<file path="src/utc_pkg.sv">
// Shared types, codes and helpers of the Unicode transcoder.
// Used by utc_front, utc_queue, utc_back, unicode_transcoder and utc_checker.
package utc_pkg;

  // Encoding codes of the format registers (code 3 acts as UTF-32)
  localparam logic [1:0] FMT_UTF8  = 2'd0;
  localparam logic [1:0] FMT_UTF16 = 2'd1;
  localparam logic [1:0] FMT_UTF32 = 2'd2;

  // Register indexes on the configuration port
  localparam logic CFG_IN_FORMAT  = 1'b0;
  localparam logic CFG_OUT_FORMAT = 1'b1;

  // Result status codes
  typedef enum logic [1:0] {
    ST_OK  = 2'd0,
    ST_ERR = 2'd1,
    ST_END = 2'd2
  } status_t;

  // Code point limits
  localparam logic [31:0] SURR_LO    = 32'h0000_D800;
  localparam logic [31:0] SURR_HI    = 32'h0000_DFFF;
  localparam logic [31:0] CODE_MAX   = 32'h0010_FFFF;
  localparam logic [31:0] TRAIL_BASE = 32'h0000_DC00;
  localparam logic [31:0] SUPP_BASE  = 32'h0001_0000;

  // One decoded event handed from the front to the back
  typedef struct packed {
    status_t     status;
    logic [20:0] code;
  } evt_t;

  // Scalar value check: no surrogates, nothing above the Unicode range
  function automatic logic code_ok(input logic [31:0] c);
    logic bad_surr;
    bad_surr = (c >= SURR_LO) && (c <= SURR_HI);
    return !bad_surr && (c <= CODE_MAX);
  endfunction

  // Event for a completed code point: valid code or one error result
  function automatic evt_t code_evt(input logic [31:0] c);
    evt_t e;
    if (code_ok(c)) begin
      e.status = ST_OK;
      e.code   = c[20:0];
    end else begin
      e.status = ST_ERR;
      e.code   = '0;
    end
    return e;
  endfunction

endpackage

</file>
<file path="src/utc_front.sv">
// Front end: accepts input code units, tracks partial sequences, produces events.
// Depends on utc_pkg.
module utc_front (
  input  logic              clk,
  input  logic              rst_n,
  input  logic [1:0]        in_format,
  input  logic              flush,      // in_format write drops partial sequence
  input  logic              unit_acc,   // input transaction this cycle
  input  logic [31:0]       raw_unit,
  output logic              evt_valid,
  output utc_pkg::evt_t     evt
);

  logic [2:0]  pend_r, pend_nxt;
  logic [31:0] part_r, part_nxt;
  logic [31:0] unit;
  logic [31:0] cont_code;
  logic [31:0] trail;
  logic [31:0] pair_code;

  // Mask the unit to the width of the input encoding
  always_comb begin
    unique case (in_format)
      utc_pkg::FMT_UTF8:  unit = {24'd0, raw_unit[7:0]};
      utc_pkg::FMT_UTF16: unit = {16'd0, raw_unit[15:0]};
      default:            unit = raw_unit;
    endcase
  end

  // UTF-8 continuation and UTF-16 pair assembly
  assign cont_code = {part_r[25:0], unit[5:0]};
  assign trail     = unit - utc_pkg::TRAIL_BASE;
  assign pair_code = ({11'd0, part_r[10:0], 10'd0} | trail) + utc_pkg::SUPP_BASE;

  // Decode step
  always_comb begin
    pend_nxt  = pend_r;
    part_nxt  = part_r;
    evt_valid = 1'b0;
    evt       = '0;
    if (flush) begin
      pend_nxt = '0;
      part_nxt = '0;
    end else if (unit_acc) begin
      if (unit == '0) begin
        // end of string
        pend_nxt   = '0;
        part_nxt   = '0;
        evt_valid  = 1'b1;
        evt.status = utc_pkg::ST_END;
      end else if (in_format == utc_pkg::FMT_UTF8) begin
        if (pend_r != '0) begin
          part_nxt = cont_code;
          pend_nxt = pend_r - 3'd1;
          if (pend_r == 3'd1) begin
            evt_valid = 1'b1;
            evt       = utc_pkg::code_evt(cont_code);
          end
        end else if (unit[7] == 1'b0) begin
          evt_valid = 1'b1;
          evt       = utc_pkg::code_evt(unit);
        end else if (unit[7:5] == 3'b110) begin
          part_nxt = {27'd0, unit[4:0]};
          pend_nxt = 3'd1;
        end else if (unit[7:4] == 4'b1110) begin
          part_nxt = {28'd0, unit[3:0]};
          pend_nxt = 3'd2;
        end else if (unit[7:3] == 5'b11110) begin
          part_nxt = {29'd0, unit[2:0]};
          pend_nxt = 3'd3;
        end else if (unit[7:2] == 6'b111110) begin
          part_nxt = {30'd0, unit[1:0]};
          pend_nxt = 3'd4;
        end else if (unit[7:1] == 7'b1111110) begin
          part_nxt = {31'd0, unit[0]};
          pend_nxt = 3'd5;
        end else begin
          // stray continuation or 0xFE/0xFF lead
          evt_valid  = 1'b1;
          evt.status = utc_pkg::ST_ERR;
        end
      end else if (in_format == utc_pkg::FMT_UTF16) begin
        if (pend_r != '0) begin
          pend_nxt  = '0;
          part_nxt  = '0;
          evt_valid = 1'b1;
          evt       = utc_pkg::code_evt(pair_code);
        end else if ((unit >= utc_pkg::SURR_LO) && (unit <= utc_pkg::SURR_HI)) begin
          part_nxt = unit;
          pend_nxt = 3'd1;
        end else begin
          evt_valid = 1'b1;
          evt       = utc_pkg::code_evt(unit);
        end
      end else begin
        evt_valid = 1'b1;
        evt       = utc_pkg::code_evt(unit);
      end
    end
  end

  // Sequence state
  always_ff @(posedge clk) begin
    if (!rst_n) begin
      pend_r <= '0;
      part_r <= '0;
    end else begin
      pend_r <= pend_nxt;
      part_r <= part_nxt;
    end
  end

endmodule

</file>
<file path="src/utc_queue.sv">
// Event queue between front and back end, a small register FIFO.
// Depends on utc_pkg.
module utc_queue #(
  parameter int DEPTH = 4
) (
  input  logic          clk,
  input  logic          rst_n,
  input  logic          push,
  input  utc_pkg::evt_t push_evt,
  output logic          full,
  input  logic          pop,
  output logic          head_valid,
  output utc_pkg::evt_t head_evt
);

  localparam int PW = (DEPTH > 1) ? $clog2(DEPTH) : 1;
  localparam int CW = $clog2(DEPTH + 1);
  localparam logic [PW-1:0] LAST_PTR = PW'(DEPTH - 1);
  localparam logic [CW-1:0] FULL_CNT = CW'(DEPTH);

  utc_pkg::evt_t mem [DEPTH];
  logic [PW-1:0] wr_ptr_r, wr_ptr_nxt;
  logic [PW-1:0] rd_ptr_r, rd_ptr_nxt;
  logic [CW-1:0] cnt_r, cnt_nxt;

  assign full       = (cnt_r == FULL_CNT);
  assign head_valid = (cnt_r != '0);
  assign head_evt   = mem[rd_ptr_r];

  // Pointer and fill count update
  always_comb begin
    wr_ptr_nxt = wr_ptr_r;
    rd_ptr_nxt = rd_ptr_r;
    cnt_nxt    = cnt_r;
    if (push) begin
      wr_ptr_nxt = (wr_ptr_r == LAST_PTR) ? '0 : wr_ptr_r + 1'b1;
    end
    if (pop) begin
      rd_ptr_nxt = (rd_ptr_r == LAST_PTR) ? '0 : rd_ptr_r + 1'b1;
    end
    if (push && !pop) begin
      cnt_nxt = cnt_r + 1'b1;
    end else if (pop && !push) begin
      cnt_nxt = cnt_r - 1'b1;
    end
  end

  always_ff @(posedge clk) begin
    if (!rst_n) begin
      wr_ptr_r <= '0;
      rd_ptr_r <= '0;
      cnt_r    <= '0;
    end else begin
      wr_ptr_r <= wr_ptr_nxt;
      rd_ptr_r <= rd_ptr_nxt;
      cnt_r    <= cnt_nxt;
    end
  end

  // Entry storage
  always_ff @(posedge clk) begin
    if (push) begin
      mem[wr_ptr_r] <= push_evt;
    end
  end

endmodule

</file>
<file path="src/utc_back.sv">
// Back end: encodes queued events into output code units, one per cycle while out_tready is high.
// Depends on utc_pkg.
module utc_back (
  input  logic          clk,
  input  logic          rst_n,
  input  logic [1:0]    out_format,
  input  logic          head_valid,
  input  utc_pkg::evt_t head_evt,
  output logic          pop,
  output logic          out_tvalid,
  input  logic          out_tready,
  output logic [20:0]   out_unit,
  output logic          out_last,
  output logic [1:0]    out_status
);

  logic [3:0][20:0] u;
  logic [1:0]       last_idx;
  logic [20:0]      c;
  logic [20:0]      d;
  logic             load;

  logic [1:0]       idx_r, idx_nxt;
  logic             valid_r, valid_nxt;
  logic [20:0]      unit_r;
  logic             last_r;
  logic [1:0]       status_r;

  assign c = head_evt.code;
  assign d = c - 21'h10000;

  // Unit table of the head event in the output encoding
  always_comb begin
    u        = '0;
    last_idx = 2'd0;
    if (head_evt.status == utc_pkg::ST_OK) begin
      unique case (out_format)
        utc_pkg::FMT_UTF8: begin
          if (c <= 21'h7F) begin
            u[0] = c;
          end else if (c <= 21'h7FF) begin
            u[0]     = {13'd0, 3'b110, c[10:6]};
            u[1]     = {13'd0, 2'b10, c[5:0]};
            last_idx = 2'd1;
          end else if (c <= 21'hFFFF) begin
            u[0]     = {13'd0, 4'b1110, c[15:12]};
            u[1]     = {13'd0, 2'b10, c[11:6]};
            u[2]     = {13'd0, 2'b10, c[5:0]};
            last_idx = 2'd2;
          end else begin
            u[0]     = {13'd0, 5'b11110, c[20:18]};
            u[1]     = {13'd0, 2'b10, c[17:12]};
            u[2]     = {13'd0, 2'b10, c[11:6]};
            u[3]     = {13'd0, 2'b10, c[5:0]};
            last_idx = 2'd3;
          end
        end
        utc_pkg::FMT_UTF16: begin
          if (c < 21'h10000) begin
            u[0] = c;
          end else begin
            u[0]     = {5'd0, 6'b110110, d[19:10]};
            u[1]     = {5'd0, 6'b110111, d[9:0]};
            last_idx = 2'd1;
          end
        end
        default: u[0] = c;
      endcase
    end
  end

  // Output register loads when an event is queued and the register is empty or being drained
  assign load = head_valid && (!valid_r || out_tready);
  assign pop  = load && (idx_r == last_idx);

  always_comb begin
    idx_nxt   = idx_r;
    valid_nxt = valid_r;
    if (load) begin
      idx_nxt   = pop ? 2'd0 : idx_r + 2'd1;
      valid_nxt = 1'b1;
    end else if (out_tready) begin
      valid_nxt = 1'b0;
    end
  end

  always_ff @(posedge clk) begin
    if (!rst_n) begin
      idx_r   <= '0;
      valid_r <= 1'b0;
    end else begin
      idx_r   <= idx_nxt;
      valid_r <= valid_nxt;
    end
  end

  // Output payload
  always_ff @(posedge clk) begin
    if (load) begin
      unit_r   <= u[idx_r];
      last_r   <= (idx_r == last_idx);
      status_r <= head_evt.status;
    end
  end

  assign out_tvalid = valid_r;
  assign out_unit   = unit_r;
  assign out_last   = last_r;
  assign out_status = status_r;

endmodule

</file>
<file path="src/unicode_transcoder.sv">
// Unicode transcoder top level: register port, front end, event queue, back end.
// Depends on utc_pkg, utc_front, utc_queue, utc_back.
//
// Usage:
//   in_*   : stream of input code units (in_tdata = code_unit), one per transaction,
//            in the encoding set by register in_format (byte address 0).
//   out_*  : stream of output code units in the encoding set by out_format
//            (byte address 4); out_tlast marks the last unit caused by one input
//            unit, out_tuser carries the status (ok, error, end of string).
//   cfg_*  : register port, writes in the access phase, pready tied high, reads any time.
// A result reaches out_tvalid through the event queue and then the back end's output
// register, after the input transaction that completes its code point.
// Throughput: one input unit per cycle. A code point that needs n output units
// occupies the back end's output register until all n are taken; the QUEUE_DEPTH-entry
// event queue absorbs that, and in_tready drops only when the queue is full.
// Reset clears the formats to UTF-8 in / UTF-16 out, the partial sequence and
// the queue. When the receiver stalls, the output register holds its unit and
// the queue fills, after which input is stalled.
module unicode_transcoder #(
  parameter int QUEUE_DEPTH = 4
) (
  input  logic        clk,
  input  logic        rst_n,
  // input stream
  input  logic        in_tvalid,
  output logic        in_tready,
  input  logic [31:0] in_tdata,     // [31:0] code_unit
  // output stream
  output logic        out_tvalid,
  input  logic        out_tready,
  output logic [23:0] out_tdata,    // [20:0] out_unit, [23:21] zero
  output logic        out_tlast,
  output logic [1:0]  out_tuser,    // [1:0] status
  // register port
  input  logic        cfg_psel,
  input  logic        cfg_penable,
  input  logic        cfg_pwrite,
  input  logic [2:0]  cfg_paddr,
  input  logic [31:0] cfg_pwdata,
  output logic [31:0] cfg_prdata,
  output logic        cfg_pready
);

  logic [1:0]    in_fmt_r;
  logic [1:0]    out_fmt_r;
  logic          cfg_wr;
  logic          flush;
  logic          unit_acc;
  logic          evt_valid;
  utc_pkg::evt_t evt;
  logic          q_full;
  logic          q_pop;
  logic          head_valid;
  utc_pkg::evt_t head_evt;
  logic [20:0]   out_unit;

  // Configuration registers
  assign cfg_pready = 1'b1;
  assign cfg_wr     = cfg_psel && cfg_penable && cfg_pwrite && cfg_pready;
  assign flush      = cfg_wr && (cfg_paddr[2] == utc_pkg::CFG_IN_FORMAT);

  always_ff @(posedge clk) begin
    if (!rst_n) begin
      in_fmt_r  <= utc_pkg::FMT_UTF8;
      out_fmt_r <= utc_pkg::FMT_UTF16;
    end else if (cfg_wr) begin
      if (cfg_paddr[2] == utc_pkg::CFG_IN_FORMAT) begin
        in_fmt_r <= cfg_pwdata[1:0];
      end else begin
        out_fmt_r <= cfg_pwdata[1:0];
      end
    end
  end

  assign cfg_prdata = (cfg_paddr[2] == utc_pkg::CFG_IN_FORMAT) ?
                      {30'd0, in_fmt_r} : {30'd0, out_fmt_r};

  // Input handshake
  assign in_tready = !q_full;
  assign unit_acc  = in_tvalid && in_tready;

  utc_front u_front (
    .clk       (clk),
    .rst_n     (rst_n),
    .in_format (in_fmt_r),
    .flush     (flush),
    .unit_acc  (unit_acc),
    .raw_unit  (in_tdata),
    .evt_valid (evt_valid),
    .evt       (evt)
  );

  utc_queue #(
    .DEPTH (QUEUE_DEPTH)
  ) u_queue (
    .clk        (clk),
    .rst_n      (rst_n),
    .push       (evt_valid),
    .push_evt   (evt),
    .full       (q_full),
    .pop        (q_pop),
    .head_valid (head_valid),
    .head_evt   (head_evt)
  );

  utc_back u_back (
    .clk        (clk),
    .rst_n      (rst_n),
    .out_format (out_fmt_r),
    .head_valid (head_valid),
    .head_evt   (head_evt),
    .pop        (q_pop),
    .out_tvalid (out_tvalid),
    .out_tready (out_tready),
    .out_unit   (out_unit),
    .out_last   (out_tlast),
    .out_status (out_tuser)
  );

  assign out_tdata = {3'd0, out_unit};

endmodule

</file>
<file path="config.mk">
export PLATFORM = sky130hd
export DESIGN_NAME = unicode_transcoder
export DESIGN_NICKNAME = d
export VERILOG_FILES = /design/src/utc_pkg.sv /design/src/utc_front.sv /design/src/utc_queue.sv /design/src/utc_back.sv /design/src/unicode_transcoder.sv
export SDC_FILE = /design/constraint.sdc
export NUM_CORES = 1
export LEC_CHECK = 0
export BUFFER_PORTS_ARGS = -buffer_cell sky130_fd_sc_hd__buf_4
export CAP_MARGIN = 20
export CORE_ASPECT_RATIO = 1.5
export CORE_MARGIN = 5
export CORE_UTILIZATION = 30
export DETAILED_ROUTE_END_ITERATION = 12
export PLACE_DENSITY = 0.53
export SLEW_MARGIN = 20
export SYNTH_ARGS = -nofsm -noshare
export SYNTH_HDL_FRONTEND = slang
export SYNTH_SLANG_ARGS = --single-unit
</file>
<file path="constraint.sdc">
create_clock -name clk -period 14.8 [get_ports clk]
set_input_delay 1.48 -clock clk [delete_from_list [all_inputs] [get_ports clk]]
set_output_delay 1.48 -clock clk [all_outputs]
set_load 0.02 [all_outputs]
</file>
==> results by group, run 1 <==
Yosys
  • Synth top area share: 35.7%
  • Top cells by count, synth: 116 x edfxtp_1, 98 x nor2_1, 81 x a21oi_1, 81 x nand2_1, 45 x dfxtp_1
  • Netlist cell types: 92
  • Cell count after synthesis: 978
  • Post-Syn Area: 0.00974 mm^2
  • Syn Area/Cell: 9.96 um^2
  • EDFF count, synth: 116
  • Synth area leader: edfxtp_1
  • Synth top area cells: edfxtp_1 36%, dfxtp_1 9.2%, mux4_2 5.3%
  • Synth warnings: 0
  • Top-count cell post-synth: edfxtp_1
  • Flops & latches, synth: 161
  • Post-synth top flop: edfxtp_1
  • Post-synthesis sequential area ratio: 45.0%
  • Ys async rst share: 0%

Clock network
  • Clock Tree Buf Depth: 2
  • Clk sinks: 161
  • TritonCTS buffer count: 17
  • CTS H-tree lvls: 4
  • CTS tree: built
  • Root buffer cell: clkbuf_16
  • CTS hold repair buffers: 0
  • Reg clk slew, reported paths: 0.07 ns
  • Post-CTS Setup Bufs: 0
  • Gates resized, CTS repair: 0
  • Worst skew pair latency: 0.43 ns

Timing
  • Final Hold Fails: 0
  • Max-slew violation count: 0
  • Setup TNS: 0 ns
  • Final setup violation count: 0
  • RSZ-0062 raised after global routing: false
  • Fin crit share: 39.7%
  • Period minus WS final: 5.88 ns
  • Worst slew margin: 26.0%
  • Fmax: 170 MHz
  • Slew @ Worst Pin: 1.10 ns
  • Clk_skew: 0.0170 ns

Final layout
  • Final Core Density: 34.8%
  • N_diodes: 0
  • Proportion of layout cells with a drive suffix above 1: 16.9%
  • Area Overhead vs Synth: 14.1%
  • Fin nets: 1116

Worst setup path
  • Crit Path Max Fanout: 56
  • Worst path arrival time: 6.09 ns
  • WS Path Type: reg2reg
  • Startpoint Class: flip-flop
  • Crit path capture type: flip-flop
  • Req. time, crit path: 15.01 ns

GRT
  • First-pass GRT wire length: 44000 um
  • Global route overflow: 0
  • Initial antenna violation count: 0
  • Pin count of the biggest net entering global routing: 57
  • Vias in the first global route: 7883
  • Total track usage: 15.5%

Flow run
  • Max-Cap Viols: 0

Power
  • Pwr Density: 147 mW/mm^2
  • Leak: 3.90 nW
  • Final Power: 0.00163 W
  • VDD IR-drop max: 0.0000739 V

Min path
  • Worst min-delay path category: reg2reg

Placed design
  • DP Wirelength: 20700 um
  • Port bufs: 69
  • GP Congestion: 0.903

Route
  • DRT Pass-1 Iters: 5
  • Via/cell ratio: 5.53
  • # DRC: 0
  • 1st-iter DRT viols: 498
  • WL final: 28400 um
  • Post-DR wirelength/cell: 19.6 um
  • Routed vias: 8002
  • Final ANT Viol Nets: 0

Die
  • Floorplan Core Area: 0.0319 mm^2
  • Initial Utilization: 30.5%
  • I/O pin total: 136
  • Die Ht: 231 um
  • Die area: 0.0363 mm^2
  • Row cnt: 80
  • Die width: 157 um

Outcome
  • Status: finished clean
## routing by layer
metal | track usage, % | up-vias | wire length, um
met4 | 9.58 | 0 | 1610
met1 | 17.8 | 3836 | 11000
met2 | 26.6 | 297 | 14300
met3 | 2.74 | 84 | 1470
met5 | 0 | - | 0
li1 | - | 3785 | -
## kinds of logic after synthesis
family,count (synthesis),synth area share [%]
flops,161,45.0
mux,47,7.86
xor+xnor,10,0.899
fa+ha+maj,18,2.36
other cells,2,0.0771
simple gates,367,19.2
buf+inv,115,6.06
compound gates,258,18.5
## state kept, by name, summed over array words and instances (netlist names), named ones only
signal	cells
u_back.out_last	1
u_back.out_unit	21
u_back.idx_r	2
u_queue.mem	92
u_back.out_status	2
out_fmt_r	2
u_queue.wr_ptr_r	2
u_front.pend_r	3
u_queue.cnt_r	3
in_fmt_r	2
u_queue.rd_ptr_r	2
u_back.out_tvalid	1
u_front.part_r	26
## where the power goes
part | leakage [nW] | switching [W] | internal [W] | total (W)
Sequential | 1.42 | 0.0000254 | 0.000570 | 0.000595
Combinational | 2.19 | 0.000367 | 0.000219 | 0.000586
Clock | 0.290 | 0.000194 | 0.000255 | 0.000449
Total | 3.90 | 0.000586 | 0.00104 | 0.00163
## through the flow
| step | worst slack (ns) | hold slack (ns) | std cells | cell area, um^2 |
|---|---|---|---|---|
| 6_report | 8.92 | 0.482 | 1448 | 11100 |
| 5_1_grt | 8.50 | 0.531 | 1448 | 11100 |
| 4_1_cts | 8.95 | 0.488 | 1448 | 11100 |
| 3_5_place_dp | 8.52 | 0.480 | 1416 | 10500 |
| 3_3_place_gp | 8.57 | 0.464 | 1416 | 10500 |
| 2_1_floorplan | 9.66 | 0.454 | 1010 | 9860 |
## area by class of cell
type	count	area [um^2]
clock buffers	18	429
clock inverters	14	169
fillers	3259	20800
inverters	29	109
multi-input cells	734	4900
flip-flops and latches	161	4390
well taps	410	513
repair buffers	82	616
## final timing paths
path / from / to / slack (ns) / depth (start not counted)
worst max-delay path: in_fmt_r[1] / u_queue.mem[1][6] / 8.92 / 18
worst min-delay path: u_queue.rd_ptr_r[1] / u_queue.rd_ptr_r[1] / 0.48 / 2
worst max register to register: in_fmt_r[1] / u_queue.mem[1][6] / 8.92 / 18
worst min register to register: u_queue.rd_ptr_r[1] / u_queue.rd_ptr_r[1] / 0.48 / 2
## cell usage in the layout (no fill, tap or decap), drive strengths merged, types with 5 or more instances in the layout
cell type and n:
or4 9, mux2 6, o21ai 33, nor3 35, dfxtp 45, o31ai 5, o221a 5, xnor2 7
ha 16, nand3 25, clkbuf 18, o211ai 10, or3 11, nand2 81, a22oi 15, o22ai 6
a21oi 82, nor2 100, a21o 7, nand4b 6, a211oi 15, and3 11, nor2b 12, and2 18
a32oi 10, nand4 21, nor4 15, edfxtp 116, mux2i 18, a31oi 10, conb 34, mux4 23
buf 82, o21a 9, a2111oi 5, inv 37
## critical path, cell delays in order, from the launching register on
cell and delay (ns):
dfxtp_2 0.31, buf_4 0.28, or2_2 0.52, nand2_1 0.24, inv_1 0.07, ha_1 0.26, a21oi_1 0.56, or3_1 0.20
a21oi_1 0.11, inv_1 0.13, ha_1 0.21, inv_1 0.09, nor3_1 0.40, nand3_1 0.23, or4_1 0.54, a211o_1 0.29
a211oi_2 0.52, a21oi_2 0.22, nor4b_2 0.42
(Power assumes the default switching activity.)
==> inputs of run 2 (changes only) <==
Settings changed: PLACE_DENSITY 0.53 to 0.55.
Clock period 14.8 ns to 5.3 ns, I/O delays scaled along.
==> results by group, run 2 (synthesized netlist as in run 1, its figures left out) <==
Outcome
  • Status: finished clean

Clock network
  • Root buffer cell: clkbuf_16
  • Worst skew pair latency: 0.43 ns (about the same)
  • CTS tree: built
  • Reg clk slew, reported paths: 0.07 ns (about the same)
  • TritonCTS buffer count: 17 (unchanged)
  • Clk sinks: 161 (unchanged)
  • Clock Tree Buf Depth: 2 (unchanged)
  • CTS H-tree lvls: 4 (unchanged)
  • CTS hold repair buffers: 0 (unchanged)

Power
  • VDD IR-drop max: 0.000221 V (+200%)
  • Final Power: 0.00460 W (+180%)
  • Leak: 3.98 nW (+2.2%)
  • Pwr Density: 408 mW/mm^2 (+180%)

Timing
  • Setup TNS: 0 ns (unchanged)
  • Worst slew margin: 31.0% (+5.0 points)
  • Final Hold Fails: 0 (unchanged)
  • RSZ-0062 raised after global routing: false
  • Fin crit share: 92.3% (+53 points)
  • Period minus WS final: 4.89 ns (-0.984 ns)
  • Clk_skew: 0.0100 ns (-0.00698 ns)
  • Fmax: 204 MHz (+20%)
  • Final setup violation count: 0 (unchanged)
  • Slew @ Worst Pin: 1.03 ns (-0.0718 ns)
  • Max-slew violation count: 0 (unchanged)

Final layout
  • Post-route cell area: 0.0113 mm^2 (+1.3%)
  • Fill cells: 3205 (-1.7%)
  • Area Overhead vs Synth: 15.6%
  • Proportion of layout cells with a drive suffix above 1: 18.3% (+1.4 points)
  • Max reg flops: 92 (unchanged)
  • Largest register by flop count: u_queue.mem
  • Commonest cells after routing, fill and taps aside: 116 x edfxtp_1, 100 x buf_4, 98 x nor2_1, 81 x a21oi_1, 80 x nand2_1
  • N_diodes: 0 (unchanged)
  • Fin nets: 1135 (+1.7%)
  • Commonest non-fill, non-tap cell in the layout: edfxtp_1

Worst setup path
  • Crit-path max cell delay: 0.55 ns (about the same)
  • Critical path, cell by cell: mux4_2, inv_1, ha_1, or4b_1, or3_4, a2111oi_4, nor3_1, a21oi_1, xor2_1, a21o_1, and2_2, inv_1, ha_1, inv_1, fa_1, xor2_1, or3_1, a21boi_0
  • Req. time, crit path: 5.66 ns (-9.35 ns)
  • CP delay by family, top: simple AND/OR/NAND/NOR gates
  • Crit path max-delay cell type: mux4_2
  • Crit Path Max Fanout: 4 (-93%)
  • CP bufs+invs: 3 (-1)
  • Crit path capture type: flip-flop
  • Worst path arrival time: 5.25 ns (-0.84 ns)
  • Startpoint Class: flip-flop
  • Most common cell on crit path: inv_1
  • WS Path Type: reg2reg

Die
  • Die width: 157 um (unchanged)
  • I/O pin total: 136 (unchanged)
  • Die Ht: 231 um (unchanged)
  • Row cnt: 80 (unchanged)
  • Initial Utilization: 30.5% (unchanged)
  • Floorplan Core Area: 0.0319 mm^2 (unchanged)
  • Die area: 0.0363 mm^2 (unchanged)

Min path
  • Worst min-delay path category: in2reg
  • Beginning of the worst hold path: cfg_pwdata[0]

Route
  • Final ANT Viol Nets: 0 (unchanged)
  • # DRC: 0 (unchanged)
  • Post-DR wirelength/cell: 19.4 um (-0.71%)
  • 1st-iter DRT viols: 577 (+16%)
  • Via/cell ratio: 5.54 (+0.31%)
  • WL final: 28500 um (+0.60%)
  • Routed vias: 8132 (+1.6%)
  • DRT Pass-1 Iters: 5 (unchanged)

Placed design
  • GP Congestion: 0.902 (about the same)
  • Port bufs: 69 (unchanged)
  • DP Area: 0.0107 mm^2 (+1.3%)
  • DP Wirelength: 21200 um (+2.4%)

GRT
  • Initial antenna violation count: 0 (unchanged)
  • First-pass GRT wire length: 44600 um (+1.4%)
  • Pin count of the biggest net entering global routing: 56 (-1.8%)
  • Vias in the first global route: 8010 (+1.6%)
  • Total track usage: 15.6% (+0.075 points)
  • Global route overflow: 0 (unchanged)

Flow run
  • Max-Cap Viols: 0 (unchanged)
-- run 2: changes by cell type in the layout (fill, tap and decap cells not counted), sizes merged --
cell	before	now
inv	37	31
bufinv	2	3
clkbuf	18	20
clkinvlp	2	4
buf	82	101
clkinv	2	3
-- run 2: what timing repair did --
item / CTS / global route
gates resized for setup: 0 / 2
setup endpoints to repair: 0 / 1
setup buffers: 0 / 0
-- run 2: area by class of cell --
cell class                 instances  area [um^2]  area share (%)
multi-input combinational        734         4900            43.5
clock buffer                      20          437            3.88
timing repair buffer             101          762            6.76
sequential                       161         4390            38.9
inverter                          29          109           0.966
tap                              410          513            4.55
clock inverter                    12          156            1.39
-- run 2: path summary, 6_finish.rpt --
| check | endpoint | slack, ns | depth (start not counted) |
|---|---|---|---|
| hold / removal | out_fmt_r[0] | 0.34 | 3 |
| setup reg to reg | u_queue.cnt_r[2] | 0.41 | 18 |
| hold reg to reg | u_back.out_tvalid | 0.48 | 2 |
| setup / recovery | u_queue.cnt_r[2] | 0.41 | 18 |
-- run 2: report_power, final --
part	internal (W)	switching (W)	total (W)	leakage [nW]
clock	0.000743	0.000504	0.00125	0.275
combinational	0.000645	0.00102	0.00167	2.29
sequential	0.00159	0.0000882	0.00168	1.42
-- run 2: through the flow --
step,setup slack (ns),cells,util [%],hold slack (ns)
floorplan,0.311,1010,-,0.454
global placement,0.373,1435,33.4,0.470
detailed placement,0.309,1435,33.4,0.478
CTS,0.293,1467,35.2,0.324
global route,0.0837,1467,35.3,0.343
finish,0.409,1467,35.3,0.343
-- run 2: tightest hold or removal path, cell delays in order --
cell     delay [ns]
buf_4          0.09
mux2i_1        0.06
nand2_1        0.06
-- run 2: layer usage --
| layer | global-route usage [%] | part of all wire [%] |
|---|---|---|
| met2 | 28.0 | 51 |
| met3 | 2.21 | 4.9 |
| met1 | 18.2 | 39 |
| met4 | 7.21 | 4.3 |
| met5 | 0 | 0 |
